--- config.mk ---
export PLATFORM = sky130hd
export DESIGN_NAME = sha_message_block_padder_core
export DESIGN_NICKNAME = d
export VERILOG_FILES = /design/src/design/smbp_pkg.sv /design/src/design/smbp_front.sv /design/src/design/smbp_cmd_fifo.sv /design/src/design/smbp_back.sv /design/src/design/sha_message_block_padder_core.sv
export VERILOG_INCLUDE_DIRS = /design/src /design/src/design
export SDC_FILE = /design/constraint.sdc
export NUM_CORES = 1
export LEC_CHECK = 0
export BUFFER_PORTS_ARGS = -buffer_cell sky130_fd_sc_hd__buf_2
export CAP_MARGIN = 20
export CORE_MARGIN = 8
export CORE_UTILIZATION = 50
export CTS_CLUSTER_DIAMETER = 30
export DETAILED_ROUTE_END_ITERATION = 7
export PLACE_DENSITY = 0.68
export SYNTH_ARGS = -nofsm -noshare
export SYNTH_HDL_FRONTEND = slang
export SYNTH_SLANG_ARGS = --single-unit
--- constraint.sdc ---
create_clock -name clk -period 7.3 [get_ports clk]
set_input_delay 0.365 -clock clk [delete_from_list [all_inputs] [get_ports clk]]
set_output_delay 0.365 -clock clk [all_outputs]
set_load 0.01 [all_outputs]
--- src/design/assert_macros.svh ---
// ----------------------------------------------------------------------------
// assert_macros.svh
// concurrent assertion helpers, empty when SYNTH is defined
// ----------------------------------------------------------------------------
`ifndef ASSERT_MACROS_SVH
`define ASSERT_MACROS_SVH
`ifndef SYNTH
`define ASSERT_PROP(lbl, clk, rst_n, prop, msg) \
  lbl: assert property (@(posedge clk) disable iff (!rst_n) prop) else $error(msg);
`define ASSERT_NEVER(lbl, clk, rst_n, cond, msg) \
  lbl: assert property (@(posedge clk) disable iff (!rst_n) !(cond)) else $error(msg);
`else
`define ASSERT_PROP(lbl, clk, rst_n, prop, msg)
`define ASSERT_NEVER(lbl, clk, rst_n, cond, msg)
`endif
`endif

--- src/design/smbp_pkg.sv ---
// ----------------------------------------------------------------------------
// smbp_pkg
// shared types and constants of the sha message block padder
// ----------------------------------------------------------------------------
package smbp_pkg;

  localparam int CMD_FIFO_DEPTH = 4;

  localparam logic [1:0]  MODE_SHA256   = 2'd1;
  localparam logic [1:0]  MODE_SHA512   = 2'd2;
  localparam logic [1:0]  HASH_MODE_RST = MODE_SHA256;

  localparam logic [7:0]  PAD_BYTE      = 8'h80;
  localparam logic [60:0] MAX_COUNT     = 61'h1FFF_FFFF_FFFF_FFFF;
  localparam logic [6:0]  LAST_POS_SHORT = 7'd63;
  localparam logic [6:0]  LAST_POS_LONG  = 7'd127;
  localparam logic [3:0]  LAST_IDX_SHORT = 4'd7;
  localparam logic [3:0]  LAST_IDX_LONG  = 4'd15;
  localparam logic [3:0]  SPILL_IDX      = 4'd14;

  typedef logic [1:0] op_t;
  localparam op_t OP_WORD   = 2'd0;
  localparam op_t OP_OVF    = 2'd1;
  localparam op_t OP_FINISH = 2'd2;

  typedef struct packed {
    op_t         op;
    logic [63:0] word;
    logic [3:0]  idx;
    logic        first;
    logic        eob;
    logic        big;
    logic [60:0] len;
  } cmd_t;

endpackage

--- src/design/smbp_front.sv ---
// ----------------------------------------------------------------------------
// smbp_front
// accepts bytes and finish items, tracks message state, issues commands
// ----------------------------------------------------------------------------
module smbp_front (
  input  logic            clk,
  input  logic            rst_n,
  input  logic            in_push,
  input  logic            in_kind,
  input  logic [7:0]      in_data_byte,
  output logic            in_full,
  input  logic            cfg_valid,
  output logic            cfg_ready,
  input  logic [1:0]      cfg_hash_mode,
  input  logic            fifo_full,
  output logic            cmd_push,
  output smbp_pkg::cmd_t  cmd
);
  import smbp_pkg::*;

  logic [1:0]  mode_r;
  logic [6:0]  bib_r, bib_nxt;
  logic [60:0] count_r, count_nxt;
  logic [55:0] partial_r, partial_nxt;
  logic        first_r, first_nxt;

  logic        accept;
  logic        big;
  logic [6:0]  last_pos;
  logic [63:0] word;
  logic [5:0]  shamt;

  assign cfg_ready = 1'b1;
  assign in_full   = fifo_full;
  assign accept    = in_push && !fifo_full;
  assign big       = (mode_r == MODE_SHA512);
  assign last_pos  = big ? LAST_POS_LONG : LAST_POS_SHORT;
  assign word      = {partial_r, in_data_byte};
  assign shamt     = {3'd7 - bib_r[2:0], 3'b000};

  always_comb begin
    bib_nxt     = bib_r;
    count_nxt   = count_r;
    partial_nxt = partial_r;
    first_nxt   = first_r;
    cmd_push    = 1'b0;
    cmd.op      = OP_WORD;
    cmd.word    = word;
    cmd.idx     = bib_r[6:3];
    cmd.first   = first_r;
    cmd.eob     = (bib_r == last_pos);
    cmd.big     = big;
    cmd.len     = count_r;
    if (accept) begin
      if (in_kind) begin
        // finish: pad byte closes the current word, back side emits the rest
        cmd_push    = 1'b1;
        cmd.op      = OP_FINISH;
        cmd.word    = {partial_r, PAD_BYTE} << shamt;
        cmd.eob     = (bib_r[6:3] == last_pos[6:3]);
        bib_nxt     = '0;
        count_nxt   = '0;
        partial_nxt = '0;
        first_nxt   = 1'b1;
      end else if (count_r == MAX_COUNT) begin
        cmd_push = 1'b1;
        cmd.op   = OP_OVF;
      end else begin
        count_nxt = count_r + 61'd1;
        if (bib_r[2:0] == 3'd7) begin
          cmd_push    = 1'b1;
          partial_nxt = '0;
          if (bib_r == last_pos) begin
            bib_nxt   = '0;
            first_nxt = 1'b0;
          end else begin
            bib_nxt = bib_r + 7'd1;
          end
        end else begin
          partial_nxt = word[55:0];
          bib_nxt     = bib_r + 7'd1;
        end
      end
    end
  end

  always_ff @(posedge clk) begin
    if (!rst_n) begin
      mode_r    <= HASH_MODE_RST;
      bib_r     <= '0;
      count_r   <= '0;
      partial_r <= '0;
      first_r   <= 1'b1;
    end else if (cfg_valid) begin
      mode_r    <= cfg_hash_mode;
      bib_r     <= '0;
      count_r   <= '0;
      partial_r <= '0;
      first_r   <= 1'b1;
    end else begin
      bib_r     <= bib_nxt;
      count_r   <= count_nxt;
      partial_r <= partial_nxt;
      first_r   <= first_nxt;
    end
  end

endmodule

--- src/design/smbp_cmd_fifo.sv ---
// ----------------------------------------------------------------------------
// smbp_cmd_fifo
// short command queue between front and back
// ----------------------------------------------------------------------------
module smbp_cmd_fifo #(
  parameter int DEPTH = smbp_pkg::CMD_FIFO_DEPTH
) (
  input  logic            clk,
  input  logic            rst_n,
  input  logic            push,
  input  smbp_pkg::cmd_t  push_cmd,
  input  logic            pop,
  output smbp_pkg::cmd_t  pop_cmd,
  output logic            full,
  output logic            empty
);
  import smbp_pkg::*;

  localparam int PW = $clog2(DEPTH);
  localparam int CW = $clog2(DEPTH + 1);

  cmd_t          mem_r [DEPTH];
  logic [PW-1:0] wr_ptr_r, rd_ptr_r;
  logic [CW-1:0] cnt_r;
  logic          do_push, do_pop;

  assign full    = (cnt_r == CW'(DEPTH));
  assign empty   = (cnt_r == '0);
  assign do_push = push && !full;
  assign do_pop  = pop && !empty;
  assign pop_cmd = mem_r[rd_ptr_r];

  always_ff @(posedge clk) begin
    if (do_push) begin
      mem_r[wr_ptr_r] <= push_cmd;
    end
  end

  always_ff @(posedge clk) begin
    if (!rst_n) begin
      wr_ptr_r <= '0;
      rd_ptr_r <= '0;
      cnt_r    <= '0;
    end else begin
      if (do_push) begin
        wr_ptr_r <= (wr_ptr_r == PW'(DEPTH - 1)) ? '0 : wr_ptr_r + PW'(1);
      end
      if (do_pop) begin
        rd_ptr_r <= (rd_ptr_r == PW'(DEPTH - 1)) ? '0 : rd_ptr_r + PW'(1);
      end
      if (do_push && !do_pop) begin
        cnt_r <= cnt_r + CW'(1);
      end else if (do_pop && !do_push) begin
        cnt_r <= cnt_r - CW'(1);
      end
    end
  end

endmodule

--- src/design/smbp_back.sv ---
// ----------------------------------------------------------------------------
// smbp_back
// executes commands, sequences padding words, holds the result register
// ----------------------------------------------------------------------------
module smbp_back (
  input  logic            clk,
  input  logic            rst_n,
  input  smbp_pkg::cmd_t  cmd,
  input  logic            fifo_empty,
  output logic            fifo_pop,
  output logic            busy,
  output logic            out_empty,
  input  logic            out_pop,
  output logic [63:0]     out_block_word,
  output logic [3:0]      out_word_index,
  output logic            out_first_block,
  output logic            out_end_of_block,
  output logic            out_end_of_message,
  output logic            out_status
);
  import smbp_pkg::*;

  logic        busy_r, busy_nxt;
  logic [3:0]  idx_r, idx_nxt;
  logic        first_r, first_nxt;
  logic        spill_r, spill_nxt;
  logic        big_r, big_nxt;
  logic [60:0] len_r, len_nxt;

  logic        valid_r, valid_nxt;
  logic [63:0] word_r, word_nxt;
  logic [3:0]  oidx_r, oidx_nxt;
  logic        ofirst_r, ofirst_nxt;
  logic        eob_r, eob_nxt;
  logic        eom_r, eom_nxt;
  logic        stat_r, stat_nxt;

  logic        load;
  logic [3:0]  last_idx;

  assign load      = !valid_r || out_pop;
  assign last_idx  = big_r ? LAST_IDX_LONG : LAST_IDX_SHORT;
  assign busy      = busy_r;
  assign out_empty = !valid_r;

  assign out_block_word     = word_r;
  assign out_word_index     = oidx_r;
  assign out_first_block    = ofirst_r;
  assign out_end_of_block   = eob_r;
  assign out_end_of_message = eom_r;
  assign out_status         = stat_r;

  always_comb begin
    busy_nxt   = busy_r;
    idx_nxt    = idx_r;
    first_nxt  = first_r;
    spill_nxt  = spill_r;
    big_nxt    = big_r;
    len_nxt    = len_r;
    valid_nxt  = valid_r;
    word_nxt   = word_r;
    oidx_nxt   = oidx_r;
    ofirst_nxt = ofirst_r;
    eob_nxt    = eob_r;
    eom_nxt    = eom_r;
    stat_nxt   = stat_r;
    fifo_pop   = 1'b0;
    if (load) begin
      if (busy_r) begin
        valid_nxt  = 1'b1;
        oidx_nxt   = idx_r;
        ofirst_nxt = first_r;
        stat_nxt   = 1'b0;
        if (idx_r == last_idx && !spill_r) begin
          // length word closes the message
          word_nxt = {len_r, 3'b000};
          eob_nxt  = 1'b1;
          eom_nxt  = 1'b1;
          busy_nxt = 1'b0;
        end else begin
          word_nxt = '0;
          eob_nxt  = (idx_r == last_idx);
          eom_nxt  = 1'b0;
          if (idx_r == last_idx) begin
            idx_nxt   = '0;
            first_nxt = 1'b0;
            spill_nxt = 1'b0;
          end else begin
            idx_nxt = idx_r + 4'd1;
          end
        end
      end else if (!fifo_empty) begin
        fifo_pop   = 1'b1;
        valid_nxt  = 1'b1;
        word_nxt   = cmd.word;
        oidx_nxt   = cmd.idx;
        ofirst_nxt = cmd.first;
        eob_nxt    = cmd.eob;
        eom_nxt    = 1'b0;
        stat_nxt   = 1'b0;
        unique case (cmd.op)
          OP_WORD: begin
          end
          OP_FINISH: begin
            busy_nxt  = 1'b1;
            idx_nxt   = cmd.eob ? 4'd0 : cmd.idx + 4'd1;
            first_nxt = cmd.eob ? 1'b0 : cmd.first;
            spill_nxt = cmd.big && (cmd.idx == SPILL_IDX);
            big_nxt   = cmd.big;
            len_nxt   = cmd.len;
          end
          default: begin
            word_nxt   = '0;
            oidx_nxt   = '0;
            ofirst_nxt = 1'b0;
            eob_nxt    = 1'b0;
            stat_nxt   = 1'b1;
          end
        endcase
      end else begin
        valid_nxt = 1'b0;
      end
    end
  end

  always_ff @(posedge clk) begin
    if (!rst_n) begin
      busy_r  <= 1'b0;
      valid_r <= 1'b0;
    end else begin
      busy_r  <= busy_nxt;
      valid_r <= valid_nxt;
    end
  end

  always_ff @(posedge clk) begin
    idx_r    <= idx_nxt;
    first_r  <= first_nxt;
    spill_r  <= spill_nxt;
    big_r    <= big_nxt;
    len_r    <= len_nxt;
    word_r   <= word_nxt;
    oidx_r   <= oidx_nxt;
    ofirst_r <= ofirst_nxt;
    eob_r    <= eob_nxt;
    eom_r    <= eom_nxt;
    stat_r   <= stat_nxt;
  end

endmodule

--- src/design/sha_message_block_padder_core.sv ---
// ----------------------------------------------------------------------------
// sha_message_block_padder_core
// builds SHA-1/SHA-256/SHA-512 message blocks with padding and length
// ----------------------------------------------------------------------------
// Message bytes are accepted one per cycle while in_full is low; every eighth
// byte yields one 64-bit block word. A finish item yields the padding run of
// up to 18 words, produced one word per cycle by the back-end sequencer while
// out_pop keeps the result register free. A small command queue between the
// byte front end and the sequencer lets new bytes of the next message be
// taken while a padding run is still draining. The user must write hash_mode
// through the cfg channel only while the block is idle; the block does not
// enforce this. A write restarts the message.
module sha_message_block_padder_core #(
  parameter int CMD_DEPTH = smbp_pkg::CMD_FIFO_DEPTH
) (
  input  logic        clk,
  input  logic        rst_n,
  input  logic        in_push,
  output logic        in_full,
  input  logic        in_kind,
  input  logic [7:0]  in_data_byte,
  output logic        out_empty,
  input  logic        out_pop,
  output logic [63:0] out_block_word,
  output logic [3:0]  out_word_index,
  output logic        out_first_block,
  output logic        out_end_of_block,
  output logic        out_end_of_message,
  output logic        out_status,
  input  logic        cfg_valid,
  output logic        cfg_ready,
  input  logic [1:0]  cfg_hash_mode
);
  import smbp_pkg::*;

  cmd_t push_cmd, pop_cmd;
  logic fifo_push, fifo_pop, fifo_full, fifo_empty;
  logic back_busy;

  smbp_front u_front (
    .clk           (clk),
    .rst_n         (rst_n),
    .in_push       (in_push),
    .in_kind       (in_kind),
    .in_data_byte  (in_data_byte),
    .in_full       (in_full),
    .cfg_valid     (cfg_valid),
    .cfg_ready     (cfg_ready),
    .cfg_hash_mode (cfg_hash_mode),
    .fifo_full     (fifo_full),
    .cmd_push      (fifo_push),
    .cmd           (push_cmd)
  );

  smbp_cmd_fifo #(
    .DEPTH (CMD_DEPTH)
  ) u_fifo (
    .clk      (clk),
    .rst_n    (rst_n),
    .push     (fifo_push),
    .push_cmd (push_cmd),
    .pop      (fifo_pop),
    .pop_cmd  (pop_cmd),
    .full     (fifo_full),
    .empty    (fifo_empty)
  );

  smbp_back u_back (
    .clk                (clk),
    .rst_n              (rst_n),
    .cmd                (pop_cmd),
    .fifo_empty         (fifo_empty),
    .fifo_pop           (fifo_pop),
    .busy               (back_busy),
    .out_empty          (out_empty),
    .out_pop            (out_pop),
    .out_block_word     (out_block_word),
    .out_word_index     (out_word_index),
    .out_first_block    (out_first_block),
    .out_end_of_block   (out_end_of_block),
    .out_end_of_message (out_end_of_message),
    .out_status         (out_status)
  );

  `include "assert_macros.svh"

  `ASSERT_NEVER(a_fifo_no_overflow, clk, rst_n, fifo_push && fifo_full, "command queue overflow")
  `ASSERT_NEVER(a_fifo_no_underflow, clk, rst_n, fifo_pop && fifo_empty, "command queue underflow")
  `ASSERT_NEVER(a_pop_while_busy, clk, rst_n, fifo_pop && back_busy, "command taken mid padding run")
  `ASSERT_PROP(a_eom_ends_block, clk, rst_n, (!out_empty && out_end_of_message) |-> (out_end_of_block && !out_status), "end of message not at end of block")

endmodule

# Word-level counts from Yosys, hierarchy flattened

Memory sizes are Yosys's and may differ from the RTL's. A register that Yosys moved wholly into a read port is not among the register bits.
Cells that the tools add are included.

RAM bits: 536
Logic and storage cells: 153
Bits of input ports: 16
Register bits: 276
Memories kept: 1

Bitwise operators: 3
Reduce and logical (&&, ||, !) cells: 28
Shift operators: 1
Multiplexer cells: 75
Add/sub/neg operators: 9
Equal/unequal tests: 15

Memories:

| name         | depth | width | read ports | clocked after Yosys merged registers in | write ports | RTL line            | source |
|---|---|---|---|---|---|---|---|
| u_fifo.mem_r | 4     | 134   | 1          | 1                                       | 1           | smbp_cmd_fifo.sv:22 | `cmd_t mem_r [DEPTH];` |

Operator list:

| kind                                          | count |
|---|---|
| two-way mux 64 bit                            | 5 |
| two-way mux 56 bit                            | 3 |
| two-way mux 61 bit                            | 2 |
| two-way mux 66 bit                            | 1 |
| left shift 64 x 6 -> 64 bit                   | 1 |
| adder 61 x 1 -> 61 bit, second input constant | 1 |
| == test 61 bit, second input constant         | 1 |
| two-way mux 1 bit                             | 42 |
| two-way mux 4 bit                             | 10 |
| two-way mux 7 bit                             | 5 |
| AND reduction 4 bit                           | 3 |
| two-way mux 2 bit                             | 5 |
| adder 4 x 1 -> 4 bit, second input constant   | 2 |
| == test 2 bit, second input constant          | 4 |
| == test 4 bit                                 | 2 |
| != test 2 bit, second input constant          | 4 |
| nonzero test 2 bit                            | 4 |
| adder 7 x 1 -> 7 bit, second input constant   | 1 |
| == test 7 bit                                 | 1 |
| logical AND 1 bit                             | 7 |
| == test 3 bit, second input constant          | 2 |
| zero test 1 bit                               | 6 |
| two-way mux 3 bit                             | 2 |
| AND reduction 5 bit                           | 1 |
| 11 further kinds                              | 16 |

# Logic depth before layout (Yosys ltp)

Gate-level depths: netlist of the first run.

Depth in word-level cells: 10
Gate-level depth with buffers: 12
Mapped depth without buffers: 12

# Hierarchy

From an unflattened synthesis of the first run, not the netlist that was laid out.

Cell total of the unflattened synthesis: 2061
Area, all modules: 32775.2 um^2

Modules (own cells, without submodules):

| module        | cells an instance | area each (um^2) | times used |
|---|---|---|---|
| smbp_cmd_fifo | 751               | 19779.0          | 1 |
| smbp_front    | 1038              | 7747.4           | 1 |
| smbp_back     | 272               | 5248.8           | 1 |

# Least setup slack after synthesis of the first run

Ideal clock, no wire load.

Kind: reg-to-reg
Start: register u_front.count_r[0]
End: memory u_fifo.mem_r[0][0] (netlist name), enable pin
Stages on the path, launching flop included: 7
Clock period less this slack: 7.992 ns
Arrival: 7.347 ns
Slack: -0.692 ns
Library setup time: 0.646 ns
Cell sequence: dfxtp_1 > ha_1 > and2_1 > nand4_1 > and4b_1 > a21oi_1 > nor2b_1

Longest elaborated chain between the ends: 7

Ends and longest elaborated chain:

| what                                    | RTL line            | source |
|---|---|---|
| start, declared                         | smbp_front.sv:23    | `logic [60:0] count_r, count_nxt;` |
| start signal, assigned                  | smbp_front.sv:102   | `count_r <= count_nxt;` |
| == test 61 bit                          | smbp_front.sv:65    | `end else if (count_r == MAX_COUNT) begin` |
| two-way mux 1 bit                       | smbp_front.sv:65    |  |
| two-way mux 1 bit                       | smbp_front.sv:55    | `if (in_kind) begin` |
| two-way mux 1 bit                       | smbp_front.sv:54    | `if (accept) begin` |
| logical AND 1 bit                       | smbp_cmd_fifo.sv:29 | `assign do_push = push && !full;` |
| two-way mux 1 bit                       | smbp_cmd_fifo.sv:34 | `if (do_push) begin` |
| two-way mux 1 bit (not written as such) | smbp_cmd_fifo.sv:35 | `mem_r[wr_ptr_r] <= push_cmd;` |
| end, declared                           | smbp_cmd_fifo.sv:22 |  |

No other way between the ends.

# Worst setup path in the final report of the first run

Start: register u_front.count_r[29]
End: memory u_fifo.mem_r[2][12] (netlist name), enable pin

The elaborated chain is that of the path after synthesis.

==> results.txt, run 1 <==
The clock group share of total power is approximately 43%. For the final routed database, the setup TNS stands at 0 ns. Of the available clock period, the critical path in the final layout requires 57.23%. The HPWL after detailed placement came out at around 47000 µm. The maximum number of pins on one net before global-route repair came out at 128. At the placement stage, the worst setup path has a slack of 3.178 ns.

The count of buffers added by post-CTS timing repair for setup came out at 0. The number of enable-type register cells in the synthesized netlist is 676. The DRC violation count after routing came out at 0.

The number of buffers created by CTS came out at 133. The startpoint identified for the worst register-to-register timing path is u_front.count_r[29]. The number of rows created at floorplan is 93.

The number of detailed-route iterations in the first pass is 5. Gates resized during post-CTS repair numbered 0. The clock sink count is 814. The slowest library cell on the worst path is sky130_fd_sc_hd__nor2b_4.

The via count is 19.14k. The detail route stage leaves a number of antenna-violating nets equal to 0. The worst hold path class is in2reg. Yosys printed 0 warnings. The sequential cell fraction of total power is 40.3%. The number of standard cells in the layout, taps in and fillers out came out at 3164. The global-route wire length before repair is 117700 µm. The area growth from synthesis to layout is 18.54%. The critical path is of the reg2reg type. The number of buffers added on ports came out at roughly 90. The data arrival at the endpoint of the critical path is 4.49 ns. The design draws about 15000 µW. The cell seen most often among critical-path stages is sky130_fd_sc_hd__buf_4.

The floorplan step set the die width to ~270 µm. Clock-pin slew was measured on the worst setup and hold paths at 0.05 ns. The analysis attributes to cell leakage a power of 0.01256 µW.

Counting distinct cell types in the post-synthesis netlist gives 55. For the worst setup path, the data required time is 7.61 ns. The predominant post-synthesis flop cell is sky130_fd_sc_hd__edfxtp_1. Of the total power, combinational logic draws 17.2%. Across the routed clock network, the largest skew measured is 0.03098 ns.

The worst-case reg-to-reg path depth came out at 7. The synthesized design contains just over 800 register bits. The floorplan step defined a die boundary enclosing 73250 µm².

The later-pin clock latency in the skew report came out at 0.70 ns. The flow ran to the end, and the final reports show no timing, DRC or antenna violations. The number of H-tree levels came out at 4. Setup repair after global routing left no endpoint under its margin. The hold violation total from the final report is 0. For this run, the slowest stage of the critical path takes 0.81 ns.

The worst hold path terminates at u_back.valid_r. The share of flip-flops with an asynchronous set or reset after synthesis is 0%. The worst pin sits at a relative slew slack of 30.69%. The worst setup path is captured at a flip-flop. Summing the sequential cell areas from Yosys gives between 70% and 80% of the chip area. The tree is rooted in a sky130_fd_sc_hd__clkbuf_16. The placeable core region came out at ~64000 µm². The final routed wirelength across all metal layers came out at 78580 µm. Walking the worst path, the cells encountered are nand4_2 -> nor3_1 -> and4b_1 -> a21oi_1 -> buf_4 -> nor2b_4 -> buf_4. TritonCTS built the clock tree. The peak supply drop is 0.2879 mV. The max-capacitance violation count is 0. The number of instances in the placed design is slightly below 3k.

Together, buffers and inverters on the worst path number 2. The detailed router's first-iteration violation count is roughly 2k. The final critical delay including setup and external delays came out at 4.178 ns.

Along the worst hold path, the cell count comes to 2. Using the TritonRoute via totals, the vias-per-cell ratio works out to 6.051. The register-to-register path setup slack came out at 3.12 ns.

Broken down by cell family, the worst path's largest delay share belongs to simple AND/OR/NAND/NOR gates. The core occupancy in the finished layout is 59.83%. The maximum clock path buffer count is 3. The fraction of power spent switching nets is between 20 and 30%. The internal power is 10780 µW. In the final layout, the share of cells above drive strength 1 is 22.40%. The critical path crosses 7 cells after its start point. The total congestion overflow after global routing came out at 0. The maximum fanout encountered on the critical timing path came out at 42. The average wire per standard cell came out at 24.83 µm. The instance count of the mapped netlist is between 2k and 2.5k. Derived from the worst setup path, the maximum achievable clock frequency is around 240 MHz.

Setup violations remaining at the end of the flow were counted as 0. After the last flow step, the layout net total stands at 2227. The number of global-route vias before repair came out at 18.86k.

The final number of max-transition violations came out at 0. The number of top-level design ports is 91. The effective utilization at floorplan is 50.48%. The number of antenna violations at the first check in global routing came to 2.

The total global-route track usage came out at 21.01%. The cell area after synthesis is 32420 µm². The global placer's final weighted congestion came out at between 0.8 and 0.9. The synthesized net count came out at about 2.1k.

The end of the worst register-to-register path is u_fifo.mem_r[2][12]. The net switching power of the design came out at about 4000 µW. The ratio of total power to cell area came out at 384.3 nW/µm². The final worst slack is between 3 and 4 ns. For the pin with the worst max-slew slack, the measured transition is 1.037 ns. Dividing the synthesized area by the synthesized cell count gives 15.74 µm². The startpoint identified for the worst hold timing path is rst_n.

The die is approximately 270 µm tall. The worst setup path is launched from a flip-flop.
sequential cells by signal, summed over array words and instances (netlist names), 2 cells and up, named ones only:
register,flops
u_fifo.rd_ptr_r,2
u_front.bib_r,7
u_back.idx_r,4
u_front.mode_r,2
u_back.out_block_word,64
u_fifo.mem_r,536
u_fifo.cnt_r,3
u_front.partial_r,56
u_fifo.wr_ptr_r,2
u_front.count_r,61
u_back.out_word_index,4
u_back.len_r,61
layout by cell type (no fill, tap or decap), types with 76 or more instances in the layout:
cell type and n:
sky130_fd_sc_hd__a22o_1 76, sky130_fd_sc_hd__nand3_1 108, sky130_fd_sc_hd__edfxtp_1 676, sky130_fd_sc_hd__buf_2 89
sky130_fd_sc_hd__nand2_1 172, sky130_fd_sc_hd__a21oi_1 78, sky130_fd_sc_hd__dfxtp_1 133, sky130_fd_sc_hd__mux4_2 133
sky130_fd_sc_hd__o21ai_0 104, sky130_fd_sc_hd__clkbuf_16 135
repair_timing:
item                                    4_1_cts  5_1_grt
hold endpoints to repair                     10        0
endpoints found under the setup margin        0        0
hold buffers                                 11        0
synth_stat cells, types with 4 or more instances:
cell                        instances  area share [%]
sky130_fd_sc_hd__inv_1             26            0.30
sky130_fd_sc_hd__nand2b_1           5           0.096
sky130_fd_sc_hd__edfxtp_1         676              63
sky130_fd_sc_hd__clkbuf_1          87             1.0
sky130_fd_sc_hd__dfxtp_1          138             8.5
sky130_fd_sc_hd__nand3_1          108             1.7
sky130_fd_sc_hd__nor3_1            16            0.25
sky130_fd_sc_hd__a22o_1            76             2.1
sky130_fd_sc_hd__mux4_2           133             9.2
sky130_fd_sc_hd__o21ai_1           13            0.20
sky130_fd_sc_hd__nor2b_1           23            0.44
sky130_fd_sc_hd__buf_2             22            0.34
sky130_fd_sc_hd__mux2i_1           32            0.99
sky130_fd_sc_hd__or3_1             31            0.60
sky130_fd_sc_hd__or4_1             15            0.35
sky130_fd_sc_hd__nor2_1            67            0.78
sky130_fd_sc_hd__a21oi_1           78             1.2
sky130_fd_sc_hd__o2111ai_1         10            0.27
sky130_fd_sc_hd__o21a_1             4           0.093
sky130_fd_sc_hd__o21ai_0          104             1.6
sky130_fd_sc_hd__xnor2_1            9            0.24
sky130_fd_sc_hd__and4_1             6            0.16
sky130_fd_sc_hd__and2_1            17            0.33
sky130_fd_sc_hd__nand2_1          173             2.0
sky130_fd_sc_hd__a221oi_1           7            0.19
sky130_fd_sc_hd__o211ai_1          15            0.35
sky130_fd_sc_hd__nor3b_1            8            0.19
sky130_fd_sc_hd__buf_1             12            0.14
sky130_fd_sc_hd__nor4_1            10            0.19
sky130_fd_sc_hd__o22ai_1           21            0.41
sky130_fd_sc_hd__mux2_2            17            0.59
sky130_fd_sc_hd__and3_1             5           0.096
sky130_fd_sc_hd__a31oi_1            4           0.077
sky130_fd_sc_hd__buf_4              8            0.19
sky130_fd_sc_hd__nand4_1           27            0.52
sky130_fd_sc_hd__xor2_1            21            0.57
sky130_fd_sc_hd__ha_1              12            0.46
cells by family (layout without fill, tap and decap cells):
kind of cell | count (synthesis) | in the layout | synth area share [%]
compound gates | 341 | 341 | 6.668
other cells | 1 | 2 | 0.01157
xor+xnor | 30 | 30 | 0.8104
buf+inv | 156 | 404 | 1.984
simple gates | 523 | 523 | 8.054
mux | 182 | 182 | 10.82
flops | 814 | 814 | 71.13
fa+ha+maj | 13 | 13 | 0.5248
through the flow:
step / cell area [µm²] / hold WS (ns)
2_1_floorplan: 32420 / 0.4322
3_3_place_gp: 33740 / 0.4465
3_5_place_dp: 33750 / 0.4523
4_1_cts: 38430 / 0.01896
5_1_grt: 38430 / 0.05285
6_report: 38430 / 0.05446
how the worst max path moves through the flow:
stage                   startpoint             endpoint  slack, ns
3_5_place_dp   u_front.count_r[49]  u_fifo.mem_r[2][68]       3.18
6_report       u_front.count_r[29]  u_fifo.mem_r[2][12]       3.12
3_3_place_gp   u_front.count_r[49]  u_fifo.mem_r[2][10]       3.10
4_1_cts        u_front.count_r[49]  u_fifo.mem_r[2][11]       3.13
2_1_floorplan   u_front.count_r[0]   u_fifo.mem_r[0][0]      -0.69
5_1_grt           u_front.bib_r[0]  u_fifo.mem_r[2][70]       2.90
area by class of cell:
cell class / count / area [µm²]
well taps: 855 / 1070
repair buffers: 132 / 820.8
inverters: 27 / 101.3
fillers: 4611 / 25800
clock buffers: 156 / 3537
diodes: 1 / 2.502
multi-input cells: 1090 / 8796
clock inverters: 89 / 1031
flip-flops and latches: 814 / 23070
power by group through the flow:
stage          clock network [µW]  registers, µW  logic, µW
6_report                     6280           5950       2540
4_1_cts                      6350           5940       2590
5_1_grt                      6540           5980       2710
3_5_place_dp                    0           6030       2570
3_3_place_gp                    0           6010       2540
2_1_floorplan                   0           6090       1600
layer usage:
metal  vias to the layer above  track usage (%)  share of wire (%)
met5                         -                0                  0
li1                       8432                -                  -
met4                         0            7.833                2.8
met3                       135            3.934                7.1
met2                       885            33.66                 48
met1                      9692            28.60                 42
Power figures use the tool's default switching activity.
==> run 2, diff against run 1 <==
==> constraint.sdc (replaced) <==
create_clock -name clk -period 3.5 [get_ports clk]
set_input_delay 0.175 -clock clk [delete_from_list [all_inputs] [get_ports clk]]
set_output_delay 0.175 -clock clk [all_outputs]
set_load 0.01 [all_outputs]
==> run 2 against run 1 <==
Against the previous run:
- setup slack worse by 2.8 ns
- global-route usage up 0.053 points
- critical path depth up 4
- register-to-register slack worse by 2.8 ns
- wire length down 0.64%
- die area unchanged
- clock-buffer cell count down 1
- final cell count up 1.3%
- sequential share of layout area down 0.86 points
- via count up 1.2%
- clock power up 110%
- critical endpoint is now u_fifo.cnt_r[2]
==> results.txt, run 2 (synthesis results as in run 1) <==
The number of rows created at floorplan was 93 (unchanged). The number of global-route vias before repair came out at 19.10k (+1.3%). The number of buffers created by CTS was 134 (+0.75%). The DRC violation count after routing is 0 (unchanged). The maximum fanout encountered on the critical timing path came out at 9 (-79%). The number of buffers added on ports came to 89 (unchanged).

The critical path goes through nand4_1 -> nor3_1 -> and4b_1 -> a21oi_4 -> inv_1 -> ha_1 -> inv_1 -> fa_1 -> xor2_1 -> or3_1 -> a21boi_0. The post-layout net count came out at 2266 (+1.8%). The number of H-tree levels is 4 (unchanged).

The floorplan die area came out at 73250 µm² (unchanged). The peak supply drop is 0.4130 mV (+43%). The slowest library cell on the worst path is sky130_fd_sc_hd__nor3_1.

Leaving out fill and tap cells, the most frequent cells in the layout are 676 x sky130_fd_sc_hd__edfxtp_1, 172 x sky130_fd_sc_hd__nand2_1, 141 x sky130_fd_sc_hd__clkbuf_16. The final setup violation count was 0 (unchanged). The final hold slack came out at 0.09002 ns (+0.03556 ns). The register-to-register path setup slack is 0.32 ns (-2.81 ns). The fraction of layout instances using a drive strength above 1 is 23.93% (+1.5 points).

The number of gates given a new drive strength after cts came out at 0 (unchanged). The placeable core region came to 64230 µm² (unchanged). The end of the worst register-to-register path is u_fifo.cnt_r[2]. The clock slew at the register clock pins of the worst setup and hold paths is 0.05 ns (about the same). The hold buffer count at cts is 18 (+7). Counting flops per register, the top entry is u_fifo.mem_r. The max-capacitance violation count is 0 (unchanged). The number of antenna repair diodes was 0 (-1).

The ratio of total power to cell area came to 796.2 nW/µm² (+110%). The actual slew at the worst max-slew pin is 0.9185 ns (-0.1189 ns). The average wire per standard cell came out at 24.37 µm (-1.9%). The worst-case reg-to-reg path depth came out at 11 (+4). The core occupancy in the finished layout is 60.73% (+0.90 points). The number of fill cells in the layout came out at 4567 (-0.95%). The hold violation total from the final report was 0 (unchanged). The last element of the critical path is u_fifo.cnt_r[2]. STA classifies the critical path startpoint as a flip-flop. The routed via count divided by cell count came out at 6.050 (about the same).

The worst setup timing slack at the placement stage came out at 0.4053 ns (-2.772 ns). The tightest min-delay check is of the in2reg type. Setup repair after global routing left no endpoint under its margin. The final critical-path share of the clock period is 90.98% (+34 points). The detailed router's first-iteration violation count was 2202 (+9.3%). The library cell used most frequently in the layout, excluding fill and tap cells, is sky130_fd_sc_hd__edfxtp_1.

By startpoint and endpoint, the worst setup path is classified as reg2reg. From synthesis to final layout, the design area changed by 20.32%. The number of detailed-route iterations in the first pass came out at 5 (unchanged). The number of antenna violations at the first check in global routing came to 1 (-1). The overall die height is 270.6 µm (unchanged).

The longest individual stage delay on the worst path came out at 0.53 ns (-0.28 ns). The horizontal die dimension came out at 270.6 µm (unchanged). The CTS tree is done.

The effective utilization at floorplan is 50.48% (unchanged). The later-pin clock latency in the skew report is 0.71 ns (about the same). The count of buffers added by post-CTS timing repair for setup came out at 0 (unchanged). The total congestion overflow after global routing came out at 0 (unchanged).

The cell that appears most often on the critical path is sky130_fd_sc_hd__inv_1. The total global-route track usage is 21.07% (+0.053 points). The global placer's final weighted congestion came out at 0.8209 (-1.4%). The required time at the worst-slack endpoint was 4.12 ns (-3.49 ns). The final routed wirelength across all metal layers is 78070 µm (-0.64%). The final worst slack is 0.3158 ns (-2.806 ns). The global-route wire length before repair was 118900 µm (+1.0%). The maximum achievable frequency is 314.1 MHz (+31%). The number of nets with antenna violations after detailed routing came out at 0 (unchanged). The relative slew slack is 38.76% (+8.1 points). The flip-flop count of the largest register after layout came out at 536 (unchanged). The startpoint of the worst register-to-register path is u_front.count_r[11]. The final critical delay including setup and external delays came out at 3.184 ns (-0.9938 ns).

The HPWL after detailed placement is 47430 µm (+1.4%). The via count came out at 19.38k (+1.2%). The number of top-level design ports is 91 (unchanged).

The cell at the root of the clock tree is sky130_fd_sc_hd__clkbuf_16. The worst-case clock skew came out at 0.02885 ns (-0.002128 ns). The data arrival at the endpoint of the critical path came to 3.80 ns (-0.69 ns). The maximum number of pins on one net before global-route repair is 87 (-32%). The final number of max-transition violations was 0 (unchanged). The type of element capturing the critical path is a flip-flop. The static leakage power came out at 0.01282 µW (+2.1%). The critical path starts at u_front.count_r[11]. The maximum clock path buffer count was 3 (unchanged). The clock sink count came out at 814 (unchanged). The run finished with clean final reports.
[run 2: changes by cell type in the layout (fill, tap and decap cells not counted), sizes merged, moves of 2 or more]
cell and delta:
buf +31, dlygate4sd3 +7, clkinv +4, bufinv -3, clkinvlp +2
[run 2: how the worst min path moves through the flow]
| stage | cells after the start | startpoint | slack (ns) | end |
|---|---|---|---|---|
| global placement | 3 | cfg_hash_mode[0] | 0.39 | u_front.mode_r[0] |
| finish | 4 | cfg_valid | 0.09 | u_front.bib_r[1] |
| floorplan | 2 | in_data_byte[0] | 0.30 | u_front.partial_r[0] |
| global route | 4 | in_push | 0.09 | u_front.count_r[2] |
| detailed placement | 3 | cfg_hash_mode[0] | 0.42 | u_front.mode_r[0] |
| CTS | 4 | in_push | 0.04 | u_front.count_r[2] |
[run 2: cell type report]
class	count	area (µm²)	share of cell area, %
timing repair buffer	170	1311	3.361
clock buffer	155	3641	9.334
sequential	814	23090	59.18
multi-input combinational	1090	8837	22.65
clock inverter	93	963.4	2.470
tap	855	1070	2.742
inverter	27	101.3	0.2598
[run 2: worst max-delay path: cells and delay by family, from the launching register on]
kind | cells | cell delay [ns]
and+or+nand+nor | 4 | 1.43
adders and majority gates | 2 | 0.55
DFF | 1 | 0.50
AOI/OAI and AO/OA | 2 | 0.31
xor gates and xnor gates | 1 | 0.16
buffers and inverters | 2 | 0.14
[run 2: report_power, final]
part	total (µW)	internal, µW	switching [µW]
registers	12300	11900	411
logic	5570	2300	3270
clock network	13200	8450	4710
[run 2: through the flow]
step,std cells,total power (µW),area (µm²),setup TNS (ns)
after global placement,2938,18030,34230,0
after CTS,3204,31320,39010,0
after detailed placement,2938,18150,34230,0
after floorplan,2060,15970,32510,-136.61
final,3204,31060,39010,0
after global routing,3204,32100,39010,0
[run 2: layer usage]
metal  vias to the layer above  global-route usage [%]  share of wire (%)
li1                       8512                       -                  -
met1                      9897                   28.84                 41
met2                       846                   33.31                 49
met3                       128                   4.861                7.6
met4                         0                   6.932                2.3
met5                         -                       0                  0
